==> src/sv/sia_pkg.sv <==
// ----------------------------------------------------------------------------
// sia_pkg
// Shared types, codes and sizes for the slot index allocator.
// ----------------------------------------------------------------------------
package sia_pkg;

    localparam int MAX_SLOTS = 1024;
    localparam int IDX_W     = 10;
    localparam int PTR_W     = $clog2(MAX_SLOTS);
    localparam int CNT_W     = PTR_W + 1;
    localparam int CFG_W     = 11;
    localparam int PROD_W    = IDX_W + CFG_W;
    localparam int ADDR_W    = 64;
    localparam int MODE_W    = 3;
    localparam int STAT_W    = 2;
    localparam int PADDR_W   = 5;
    localparam int PDATA_W   = 64;

    localparam logic [CFG_W-1:0] CAPACITY_RST  = CFG_W'(1024);
    localparam logic [CFG_W-1:0] DESC_SIZE_RST = CFG_W'(32);

    typedef enum logic [MODE_W-1:0] {
        MODE_ALLOC  = 3'd0,
        MODE_FREE   = 3'd1,
        MODE_RESET  = 3'd2,
        MODE_HOST   = 3'd3,
        MODE_DEVICE = 3'd4
    } mode_t;

    typedef enum logic [STAT_W-1:0] {
        ST_OK        = 2'd0,
        ST_OVERFLOW  = 2'd1,
        ST_RANGE     = 2'd2,
        ST_FULL      = 2'd3
    } status_t;

    typedef enum logic [1:0] {
        REG_CAPACITY  = 2'd0,
        REG_DESC_SIZE = 2'd1,
        REG_CPU_BASE  = 2'd2,
        REG_GPU_BASE  = 2'd3
    } reg_idx_t;

    typedef enum logic [1:0] {
        S_IDLE = 2'd0,
        S_EXEC = 2'd1,
        S_DONE = 2'd2
    } state_t;

    typedef struct packed {
        logic [CFG_W-1:0]  capacity;
        logic [CFG_W-1:0]  desc_size;
        logic [ADDR_W-1:0] cpu_base;
        logic [ADDR_W-1:0] gpu_base;
    } cfg_t;

    typedef struct packed {
        logic capture;
        logic exec;
        logic load;
    } ctl_cmd_t;

    typedef struct packed {
        logic out_free;
    } dp_stat_t;

endpackage

==> src/sv/sia_regs.sv <==
// ----------------------------------------------------------------------------
// sia_regs
// APB configuration registers: capacity, descriptor size and both bases.
// ----------------------------------------------------------------------------
module sia_regs
    import sia_pkg::*;
(
    input  logic               clk,
    input  logic               rst_n,
    input  logic               psel,
    input  logic               penable,
    input  logic               pwrite,
    input  logic [PADDR_W-1:0] paddr,
    input  logic [PDATA_W-1:0] pwdata,
    output logic [PDATA_W-1:0] prdata,
    output cfg_t               cfg
);

    cfg_t     cfg_reg;
    reg_idx_t sel;
    logic     wr_en;

    assign sel   = reg_idx_t'(paddr[4:3]);
    assign wr_en = psel && penable && pwrite;
    assign cfg   = cfg_reg;

    always_ff @(posedge clk or negedge rst_n)
    begin
        if (!rst_n)
        begin
            cfg_reg.capacity  <= CAPACITY_RST;
            cfg_reg.desc_size <= DESC_SIZE_RST;
            cfg_reg.cpu_base  <= '0;
            cfg_reg.gpu_base  <= '0;
        end
        else if (wr_en)
        begin
            unique case (sel)
                REG_CAPACITY:  cfg_reg.capacity  <= pwdata[CFG_W-1:0];
                REG_DESC_SIZE: cfg_reg.desc_size <= pwdata[CFG_W-1:0];
                REG_CPU_BASE:  cfg_reg.cpu_base  <= pwdata;
                REG_GPU_BASE:  cfg_reg.gpu_base  <= pwdata;
                default:       ;
            endcase
        end
    end

    always_comb
    begin
        unique case (sel)
            REG_CAPACITY:  prdata = PDATA_W'(cfg_reg.capacity);
            REG_DESC_SIZE: prdata = PDATA_W'(cfg_reg.desc_size);
            REG_CPU_BASE:  prdata = cfg_reg.cpu_base;
            REG_GPU_BASE:  prdata = cfg_reg.gpu_base;
            default:       prdata = '0;
        endcase
    end

endmodule

==> config.mk <==
export PLATFORM = sky130hd
export DESIGN_NAME = sia_regs
export DESIGN_NICKNAME = d
export VERILOG_FILES = /design/src/sv/sia_pkg.sv /design/src/sv/sia_regs.sv
export SDC_FILE = /design/constraint.sdc
export NUM_CORES = 1
export LEC_CHECK = 0
export ABC_AREA = 1
export BUFFER_PORTS_ARGS = -buffer_cell sky130_fd_sc_hd__buf_2
export CORE_ASPECT_RATIO = 1.4
export CORE_MARGIN = 5
export CORE_UTILIZATION = 45
export CTS_CLUSTER_DIAMETER = 200
export DETAILED_ROUTE_END_ITERATION = 6
export GPL_TIMING_DRIVEN = 0
export PLACE_DENSITY = 0.76
export SLEW_MARGIN = 0
export SYNTH_ARGS = -nofsm -noshare
export SYNTH_HDL_FRONTEND = slang
export SYNTH_SLANG_ARGS = --single-unit
==> constraint.sdc <==
create_clock -name clk -period 1.53 [get_ports clk]
set_input_delay 0.153 -clock clk [delete_from_list [all_inputs] [get_ports clk]]
set_output_delay 0.153 -clock clk [all_outputs]
set_load 0.03 [all_outputs]
# Word-level counts from Yosys, hierarchy flattened
# Cells that the tools add are included.
# word_totals
reg_bits	150
input_bits	74
# op_classes
reduce_logical	7
mux	1
eq_ne	3
# ops
op	count
$pmux 64 s4	1
$reduce_and 2->1	4
$eq 2x2->1 const B	2
$eq 2x1->1 const B	1
$logic_and 1x1->1	2
$logic_not 2->1	1

# Logic depth before layout (Yosys ltp)
# Gate-level depths: netlist of run 1.
# depth
depth_word	3
ltp_mapped	8
mapped_depth_nobuf	6

# Least setup slack after synthesis of run 1
# No wires, ideal clock.
# synth_path
path_type	in2out
from	input port paddr[3]
to	output port prdata[3]
n_path_buf	2
t_arrival_ps	1031
path_stages	5
required_time_ps	1377
slack_ps	346
cell_sequence	buf_4 -> inv_2 -> clkbuf_1 -> nand3_1 -> nand4_1
# synth_via
elab_chain_cells	2
word_cells_on_any_way	5
cone_classes	eq/ne: 3; mux: 1; reduce/logical: 1
# synth_lines
item	line	rtl
from (decl)	sia_regs.sv:13	input logic [PADDR_W-1:0] paddr,
$eq 2x2->1 (tied with other cells)	sia_regs.sv:50	unique case (sel)
$pmux 64 s4 (*)	sia_regs.sv:50	
to (decl)	sia_regs.sv:15	output logic [PDATA_W-1:0] prdata,
# Mark *: on every way between the ends. The rest lies on a longest branch, timed or not.

# Worst setup path after layout of run 1
# layout_path
from	register cfg_reg, in the netlist cfg[133]
to	output port prdata[5]
# layout_via
elab_chain_cells	1
# layout_lines
item	line	rtl
from (decl)	sia_regs.sv:19	cfg_t cfg_reg;
$pmux 64 s4	sia_regs.sv:50	
# Every way passes these cells.

==> out/summary.txt, run 1 <==
Drt via density: 4.897
Layout filler cell count: 1,298
Required time worst endpoint: 1.38 ns
PortBufs: 282
Initial DRC count: 436
GP Congestion: 0.8931
Placement row count: 53
Power density cells: 1507 nW/um^2
Max FFs per register: 150
Pin count of the biggest net entering global routing: 82
# setup viols final: 0
Cell count after synthesis: 883
Top FF cell, synth: dfrtp_1
CP Max Fanout: 3
Top-level I/O count: 288
Netlist cell types: 17
DR WL/cell: 16.05 um
Post-synth EDFFs: 0
Cell count of the worst reg-to-reg path: 2
Most common cell after layout, fill and taps aside: nand2_1
Post-synthesis sequential element count: 150
Clock buffer count from CTS: 17
Sinks on Clock Net: 150
Clk slew on worst S/H paths: 0.06 ns
Clk_lat worst skew: 0.40 ns
Leak: 5.854 nW
Hold EP: cfg[137]
Post-DRT Antenna Nets: 0
Overall Global Routing Usage: 26.63%
Critical path data arrival time: 1.32 ns
Syn nets: 957
Layout cells sized above 1: 29.22%
Yosys warns: 0
Post-CTS Setup Inserts: 0
Slew Viols, Final: 0
Reg2reg start: cfg[149]
First-pass GRT wire length: 37.20 mm
WS Path Type: register to output port
Sequential share of the synthesized area: 55.59%
CTS HTree Levels: 4
RSZ-0062 raised after global routing: yes
Drt total wl: 23.37 mm
P&R area growth vs syn: 44.17%
Hold path start: paddr[3]
Reg2Reg Setup Slack: 0.79 ns
Overall power: 14.68 mW
Hold Crit Depth: 5
Non-filler instance count after layout: 1,456
Met2 wire len: 12.34 mm
Dpl hpwl: 16.55 mm
IR drop worst, VDD: 0.8022 mV
Fin Hold WS: 0.1534 ns
Startpoint types: register
Routed wl met3: 1.438 mm
First-pass DRT Iterations: 5
CORE AREA: 14,920 um^2
Tcrit/Tclk final: 96.30%
Actual slew at the worst max-slew pin: 0.6665 ns
Worst R2R End: cfg[149]
Synthesized area: 6756 um^2
Storage cell area: 3756 um^2
Multi-input gate area: 2684 um^2
Top Layer Used: met4
Clock buffer depth: 2
Nets: 1,324
Die Ht: 155.0 um
DRT met1 WL: 8.887 mm
Clk_skew: 0 ns
HP Class: primary input to register
Die width: 113.6 um
Root buffer cell: clkbuf_16
Initial antenna violation count: 1
Status: complete, no violations
Post-synthesis async set-or-reset flop share: 100.0%
F_max: 0.6787 GHz
Maxcap violations: 0
Via Count: 7,130
GR Overflow Total: 0
Endpoint class of the critical path: output port
Most frequent cells in the layout: nand2_1, buf_2, dfrtp_1, dlygate4sd3_1, nand3_1
Final hold violation count: 0
DRC: 0
Vias in the first global route: 7,238
Slew margin rel.: 55.57%
CTS tree: yes
Placed cells: 1,358
Initial Utilization: 45.28%
Syn_area_per_cell: 7.652 um^2
Min Clock Period, post-route: 1.473 ns
Die area: 17,600 um^2
metal layers:
layer	vias to the layer above	global-route usage [%]
li1	3427	-
met1	3365	30.44
met2	287	47.85
met3	51	5.370
met4	0	11.40
met5	-	0
worst max-delay path, cell delays in order (launching register included):
cell	delay (ns)
dfstp_2	0.54
nand3_1	0.07
nand4_1	0.15
buf_6	0.14
cells by family (layout without fill, tap and decap cells):
| kind of cell | Yosys count | after routing | share of synthesized area [%] |
|---|---|---|---|
| and+or+nand+nor | 680 | 680 | 39.72 |
| buffers and inverters | 53 | 433 | 4.685 |
| other | 0 | 1 | 0 |
| DFF | 150 | 150 | 55.59 |
worst max-delay path by stage:
stage | endpoint | startpoint | cells after the start
floorplan | prdata[3] | paddr[3] | 5
global placement | cfg[30] | rst_n | 1
detailed placement | prdata[62] | paddr[4] | 7
CTS | prdata[5] | cfg[133] | 3
global route | prdata[35] | paddr[4] | 7
finish | prdata[5] | cfg[133] | 3
metrics by stage:
step	setup WS (ns)	util (%)	cell area, um^2	setup TNS, ns
floorplan	0.3465	-	6756	0
global placement	-1.891	56.35	8408	-279.85
detailed placement	0.07645	56.58	8442	0
CTS	0.006353	65.12	9716	0
global route	-0.003281	65.28	9741	-0.004006
finish	0.05663	65.28	9741	0
cell type report:
class / count / share of cell area (%)
multi-input cells: 680 / 27.55
inverters: 6 / 0.2569
clock inverters: 12 / 1.708
clock buffers: 20 / 4.689
plain buffers: 47 / 3.160
repair buffers: 348 / 21.58
well taps: 192 / 2.466
flip-flops and latches: 150 / 38.56
diodes: 1 / 0.02569
report_power, final:
part	internal, mW	switching, mW	total (mW)
registers	4.79	0.735	5.53
clock network	2.69	1.70	4.38
logic	1.34	3.43	4.77
total	8.82	5.86	14.7
synth_stat cells (2+ instances only):
cell type	instances	share of area, %
nand2_1	625	35
dfrtp_1	148	55
nand3_1	33	2.4
buf_4	26	2.9
buf_2	14	1.0
nand4_1	11	1.0
clkbuf_1	7	0.39
inv_2	3	0.17
nand2_4	3	0.50
nor2_1	3	0.17
dfstp_2	2	0.78
inv_1	2	0.11
nor2_4	2	0.33
repair_timing:
action | 4_1_cts | 5_1_grt
hold endpoints to repair | 211 | 0
gates resized for setup | 0 | 11
setup endpoints to repair | 0 | 10
hold buffers | 65 | 0
Note: power is estimated with default switching activity, not from simulation.
==> run 2, diff against run 1 <==
--- a/config.mk
+++ b/config.mk
@@ -6,14 +6,13 @@
 export NUM_CORES = 1
 export LEC_CHECK = 0
 export ABC_AREA = 1
-export BUFFER_PORTS_ARGS = -buffer_cell sky130_fd_sc_hd__buf_2
 export CORE_ASPECT_RATIO = 1.4
 export CORE_MARGIN = 5
 export CORE_UTILIZATION = 45
 export CTS_CLUSTER_DIAMETER = 200
 export DETAILED_ROUTE_END_ITERATION = 6
+export DONT_BUFFER_PORTS = 1
 export GPL_TIMING_DRIVEN = 0
-export PLACE_DENSITY = 0.76
 export SLEW_MARGIN = 0
 export SYNTH_ARGS = -nofsm -noshare
 export SYNTH_HDL_FRONTEND = slang
==> out/summary.txt, run 2 (synthesis results as in run 1) <==
Endpoint class of the critical path: output port
Nets: 1,040
Fin Setup TNS: -0.1873 ns
Tcrit/Tclk final: 105.3%
Initial antenna violation count: 1
CORE AREA: 14,920 um^2
Dpl hpwl: 14.84 mm
Sinks on Clock Net: 150
IR drop worst, VDD: 0.8138 mV
Cell count of the worst reg-to-reg path: 2
Maxcap violations: 0
F_max: 0.6209 GHz
Worst R2R End: cfg[133]
CTS tree: yes
P&R area growth vs syn: 23.85%
Comb pwr share: 13.7%
Slew margin rel.: 51.98%
Root buffer cell: clkbuf_16
First-pass DRT Iterations: 6
Switch share: 41.95%
Switch Pwr: 5.570 mW
Initial DRC count: 384
Drt total wl: 21.52 mm
DR WL/cell: 18.37 um
Leak: 4.429 nW
Layout cells sized above 1: 17.48%
Failing checks: hold timing, setup timing
Via Count: 5,988
Initial Utilization: 45.28%
GR Overflow Total: 0
Fin Hold WS: -0.5698 ns
Clk slew on worst S/H paths: 0.06 ns
Min Clock Period, post-route: 1.611 ns
Reg2Reg Setup Slack: 0.65 ns
Post-CTS Setup Inserts: 0
Clk_skew: 0 ns
RSZ-0062 raised after global routing: yes
Sequential share of power: 55.9%
Top-level I/O count: 288
Die width: 113.6 um
Clock buffer depth: 2
Slew Viols, Final: 0
Placed cells: 1,075
Pin count of the biggest net entering global routing: 151
Setup WS post-layout: -0.08057 ns
Setup slack at placement: 0.07742 ns
WS Path Type: register to output port
PortBufs: 0
GP Congestion: 0.8455
Drt via density: 5.114
Required time worst endpoint: 1.38 ns
HP Class: primary input to async pin
Max FFs per register: 150
Die Ht: 155.0 um
Die area: 17,600 um^2
Non-filler instance count after layout: 1,171
Placement row count: 53
# setup viols final: 6
Clk_lat worst skew: 0.42 ns
Hold buffer count at cts: 64
CTS HTree Levels: 4
Vias in the first global route: 6,177
Critical path data arrival time: 1.46 ns
Overall Global Routing Usage: 24.31%
Internal power: 7.709 mW
Actual slew at the worst max-slew pin: 0.7202 ns
Reg2reg start: cfg[133]
Most common cell after layout, fill and taps aside: nand2_1
Post-DRT Antenna Nets: 0
Clock buffer count from CTS: 17
DRC: 0
Most frequent cells in the layout: nand2_1, dfrtp_1, dfrtp_2, dlygate4sd3_1, buf_4
Startpoint types: register
First-pass GRT wire length: 33.77 mm
Status: finished with violations
Power density cells: 1587 nW/um^2
Part of the power in the clock network: 30.4%
Final hold violation count: 150
CP Max Fanout: 3
-- run 2: cell types whose count changed in the layout (fill, tap and decap cells not counted), sizes merged --
cell	delta
bufinv	-2
dlygate4sd3	-1
clkbuf	-7
buf	-277
clkinvlp	+2
-- run 2: worst max-delay path: stages, from the launching register on --
cell and delay (ns):
dfstp_2 0.65, nand3_2 0.09, nand4_1 0.30
-- run 2: through the flow --
step | util (%) | hold WS (ns) | power (mW) | area [um^2]
after CTS | 55.67 | -0.5932 | 13.32 | 8307
after global routing | 56.07 | -0.5956 | 13.90 | 8366
after global placement | 46.89 | -0.1389 | 8.990 | 6997
after floorplan | - | -0.1426 | 8.474 | 6756
after detailed placement | 46.89 | -0.1396 | 9.035 | 6997
final | 56.08 | -0.5698 | 13.28 | 8368
-- run 2: cell type report --
| cell class | count | area, um^2 |
|---|---|---|
| diodes | 1 | 2.502 |
| plain buffers | 47 | 292.8 |
| clock buffers | 19 | 442.9 |
| clock inverters | 12 | 118.9 |
| fillers | 1452 | 6553 |
| inverters | 6 | 25.02 |
| multi-input cells | 680 | 2761 |
| flip-flops and latches | 150 | 3844 |
| well taps | 192 | 240.2 |
| repair buffers | 64 | 640.6 |
-- run 2: power groups by stage --
stage,combinational (mW),clock [mW],sequential [mW]
finish,1.82,4.04,7.42
global route,2.06,4.30,7.54
CTS,1.82,4.11,7.39
detailed placement,1.64,0,7.40
global placement,1.59,0,7.40
floorplan,1.42,0,7.06
-- run 2: repair_timing --
item | 4_1_cts | 5_1_grt
pin swaps | 13 | 9
endpoints found under the setup margin | 14 | 30
resized for setup | 53 | 35
hold endpoints to repair | 300 | 150
-- run 2: layer usage --
| layer | track usage (%) | vias to the layer above | part of all wire (%) |
|---|---|---|---|
| met5 | 0 | - | 0 |
| met4 | 9.737 | 0 | 1.7 |
| met3 | 7.549 | 32 | 8.4 |
| met2 | 41.84 | 214 | 52 |
| met1 | 27.98 | 2876 | 38 |
| li1 | - | 2866 | - |
-- run 2: worst max-delay path by stage --
stage	from	to	slack, ns
final	cfg[133]	prdata[5]	-0.08
after global routing	cfg[133]	prdata[5]	-0.16
after CTS	cfg[133]	prdata[5]	-0.1
after detailed placement	paddr[3]	prdata[3]	0.08
after global placement	paddr[4]	prdata[16]	0.08
after floorplan	paddr[3]	prdata[3]	0.35
==> run 3, diff against run 2 <==
--- a/config.mk
+++ b/config.mk
@@ -5,14 +5,14 @@
 export SDC_FILE = /design/constraint.sdc
 export NUM_CORES = 1
 export LEC_CHECK = 0
-export ABC_AREA = 1
 export CORE_ASPECT_RATIO = 1.4
 export CORE_MARGIN = 5
-export CORE_UTILIZATION = 45
+export CORE_UTILIZATION = 44
 export CTS_CLUSTER_DIAMETER = 200
 export DETAILED_ROUTE_END_ITERATION = 6
 export DONT_BUFFER_PORTS = 1
 export GPL_TIMING_DRIVEN = 0
+export PLACE_DENSITY_LB_ADDON = 0.25
 export SLEW_MARGIN = 0
 export SYNTH_ARGS = -nofsm -noshare
 export SYNTH_HDL_FRONTEND = slang
==> out/summary.txt, run 3 <==
Status: finished with violations
Failing checks: hold timing, setup timing
Clock buffer depth: 2
P&R area growth vs syn: 28.76%
Netlist cell types: 17
Max FFs per register: 150
Post-synth EDFFs: 0
Cell count after synthesis: 452
Synth top area cells: dfrtp_1, mux2_2, mux2_4
Clock buffer count from CTS: 17
Count leader, synth: dfrtp_1
Dpl hpwl: 12.81 mm
Yosys top cell by area: dfrtp_1
Overall Global Routing Usage: 20.01%
Min Clock Period, post-route: 1.669 ns
Overall power: 14.82 mW
Endpoint class of the critical path: output port
Post-synthesis async set-or-reset flop share: 100.0%
Reg2Reg Setup Slack: 0.59 ns
Initial Utilization: 44.98%
IR drop worst, VDD: 0.7847 mV
Maxcap violations: 0
DR WL/cell: 25.21 um
CP Depth: 1
Initial antenna violation count: 1
CP Buf/Inv Count: 0
Hold buffer count at cts: 65
DRC: 0
WS Path Type: register to output port
Slew Viols, Final: 0
First-pass GRT wire length: 28.49 mm
Layout cells sized above 1: 76.46%
Placed cells: 648
Die area: 18,620 um^2
Final Instance Area: 9040 um^2
Initial DRC count: 212
Power density cells: 1640 nW/um^2
Top FF cell, synth: dfrtp_1
Tcrit/Tclk final: 109.1%
Top-level I/O count: 288
Most frequent cells in the layout: dfrtp_2, mux2_2, dlygate4sd3_1, mux2_4, mux2i_1
Die Ht: 159.5 um
Leak: 3.847 nW
Synthesized area: 7020 um^2
Drt via density: 5.511
Root buffer cell: clkbuf_16
Clk slew on worst S/H paths: 0.06 ns
Post-DRT Antenna Nets: 0
Syn nets: 526
Cell count of the worst reg-to-reg path: 1
CP Max Fanout: 3
GP Congestion: 0.7292
Critical path data arrival time: 1.52 ns
Actual slew at the worst max-slew pin: 0.4930 ns
Top cells by count, synth: dfrtp_1, mux2_2, mux2_4
Required time worst endpoint: 1.38 ns
Worst path slowest cell: mux4_2
Sequential share of the synthesized area: 53.50%
Clk_skew: 0 ns
HP Class: primary input to async pin
Clk_lat worst skew: 0.41 ns
Drt total wl: 18.79 mm
Non-filler instance count after layout: 745
Post-CTS Setup Inserts: 0
# setup viols final: 11
CTS tree: yes
Via Count: 4,106
Slew margin rel.: 67.13%
Most common cell after layout, fill and taps aside: dfrtp_2
Syn_area_per_cell: 15.53 um^2
Vias in the first global route: 4,747
Final hold violation count: 150
Sinks on Clock Net: 150
CTS HTree Levels: 4
Yosys warns: 0
CORE AREA: 15,610 um^2
PortBufs: 0
RSZ-0062 raised after global routing: yes
F_max: 0.5992 GHz
Nets: 610
First-pass DRT Iterations: 4
Placement row count: 54
Die width: 116.8 um
Yosys top cell area share: 52.75%
Delay-heaviest family, CP: multiplexers
Worst path max stage delay: 0.62 ns
GR Overflow Total: 0
Fin Hold WS: -0.5693 ns
Pin count of the biggest net entering global routing: 151
Setup WS post-layout: -0.1388 ns
Worst path cell trace: mux4_2
Startpoint types: register
Post-synthesis sequential element count: 150
Placed instance area: 7266 um^2
[run 3: per-layer routing]
metal	GRT usage, %	vias up	part of all wire (%)
li1	-	1773	-
met1	22.85	2114	38
met2	34.62	190	52
met3	5.209	29	7.6
met4	8.659	0	2.2
met5	0	-	0
[run 3: worst paths after layout]
check	startpoint	endpoint
setup / recovery	cfg[4]	prdata[4]
hold / removal	rst_n	cfg[22]
setup reg to reg	cfg[62]	cfg[62]
hold reg to reg	cfg[8]	cfg[8]
max in group asynchronous	rst_n	cfg[149]
min in group clk	paddr[4]	cfg[137]
[run 3: where the power goes]
| group | internal, mW | total [mW] | leakage (nW) | switching [mW] |
|---|---|---|---|---|
| Sequential | 5.09 | 8.03 | 1.66 | 2.94 |
| Clock | 2.27 | 3.85 | 0.257 | 1.58 |
| Combinational | 1.52 | 2.95 | 1.93 | 1.43 |
[run 3: cells by family after synthesis]
group | synth area share, %
flops | 53.50
simple gates | 5.436
mux | 38.35
buf+inv | 2.709
[run 3: what timing repair did]
item,4_1_cts,5_1_grt
endpoints found under the hold margin,300,150
endpoints found under the setup margin,64,56
resized for setup,229,36
gates cloned,0,0
[run 3: stage by stage]
| stage | utilization, % | TNS, ns | worst slack, ns |
|---|---|---|---|
| after floorplan | - | 0 | 0.09693 |
| after global placement | 46.55 | -6.105 | -0.2061 |
| after detailed placement | 46.55 | -7.512 | -0.2479 |
| after CTS | 57.05 | -1.722 | -0.1628 |
| after global routing | 57.92 | -1.868 | -0.1826 |
| final | 57.92 | -1.441 | -0.1388 |
[run 3: cell type report]
type,instances,area (um^2)
repair buffers,65,650.6
clock inverters,8,77.57
clock buffers,23,457.9
flip-flops and latches,150,3941
diodes,1,2.502
plain buffers,30,207.7
fillers,1195,6568
multi-input cells,272,3457
well taps,196,245.2
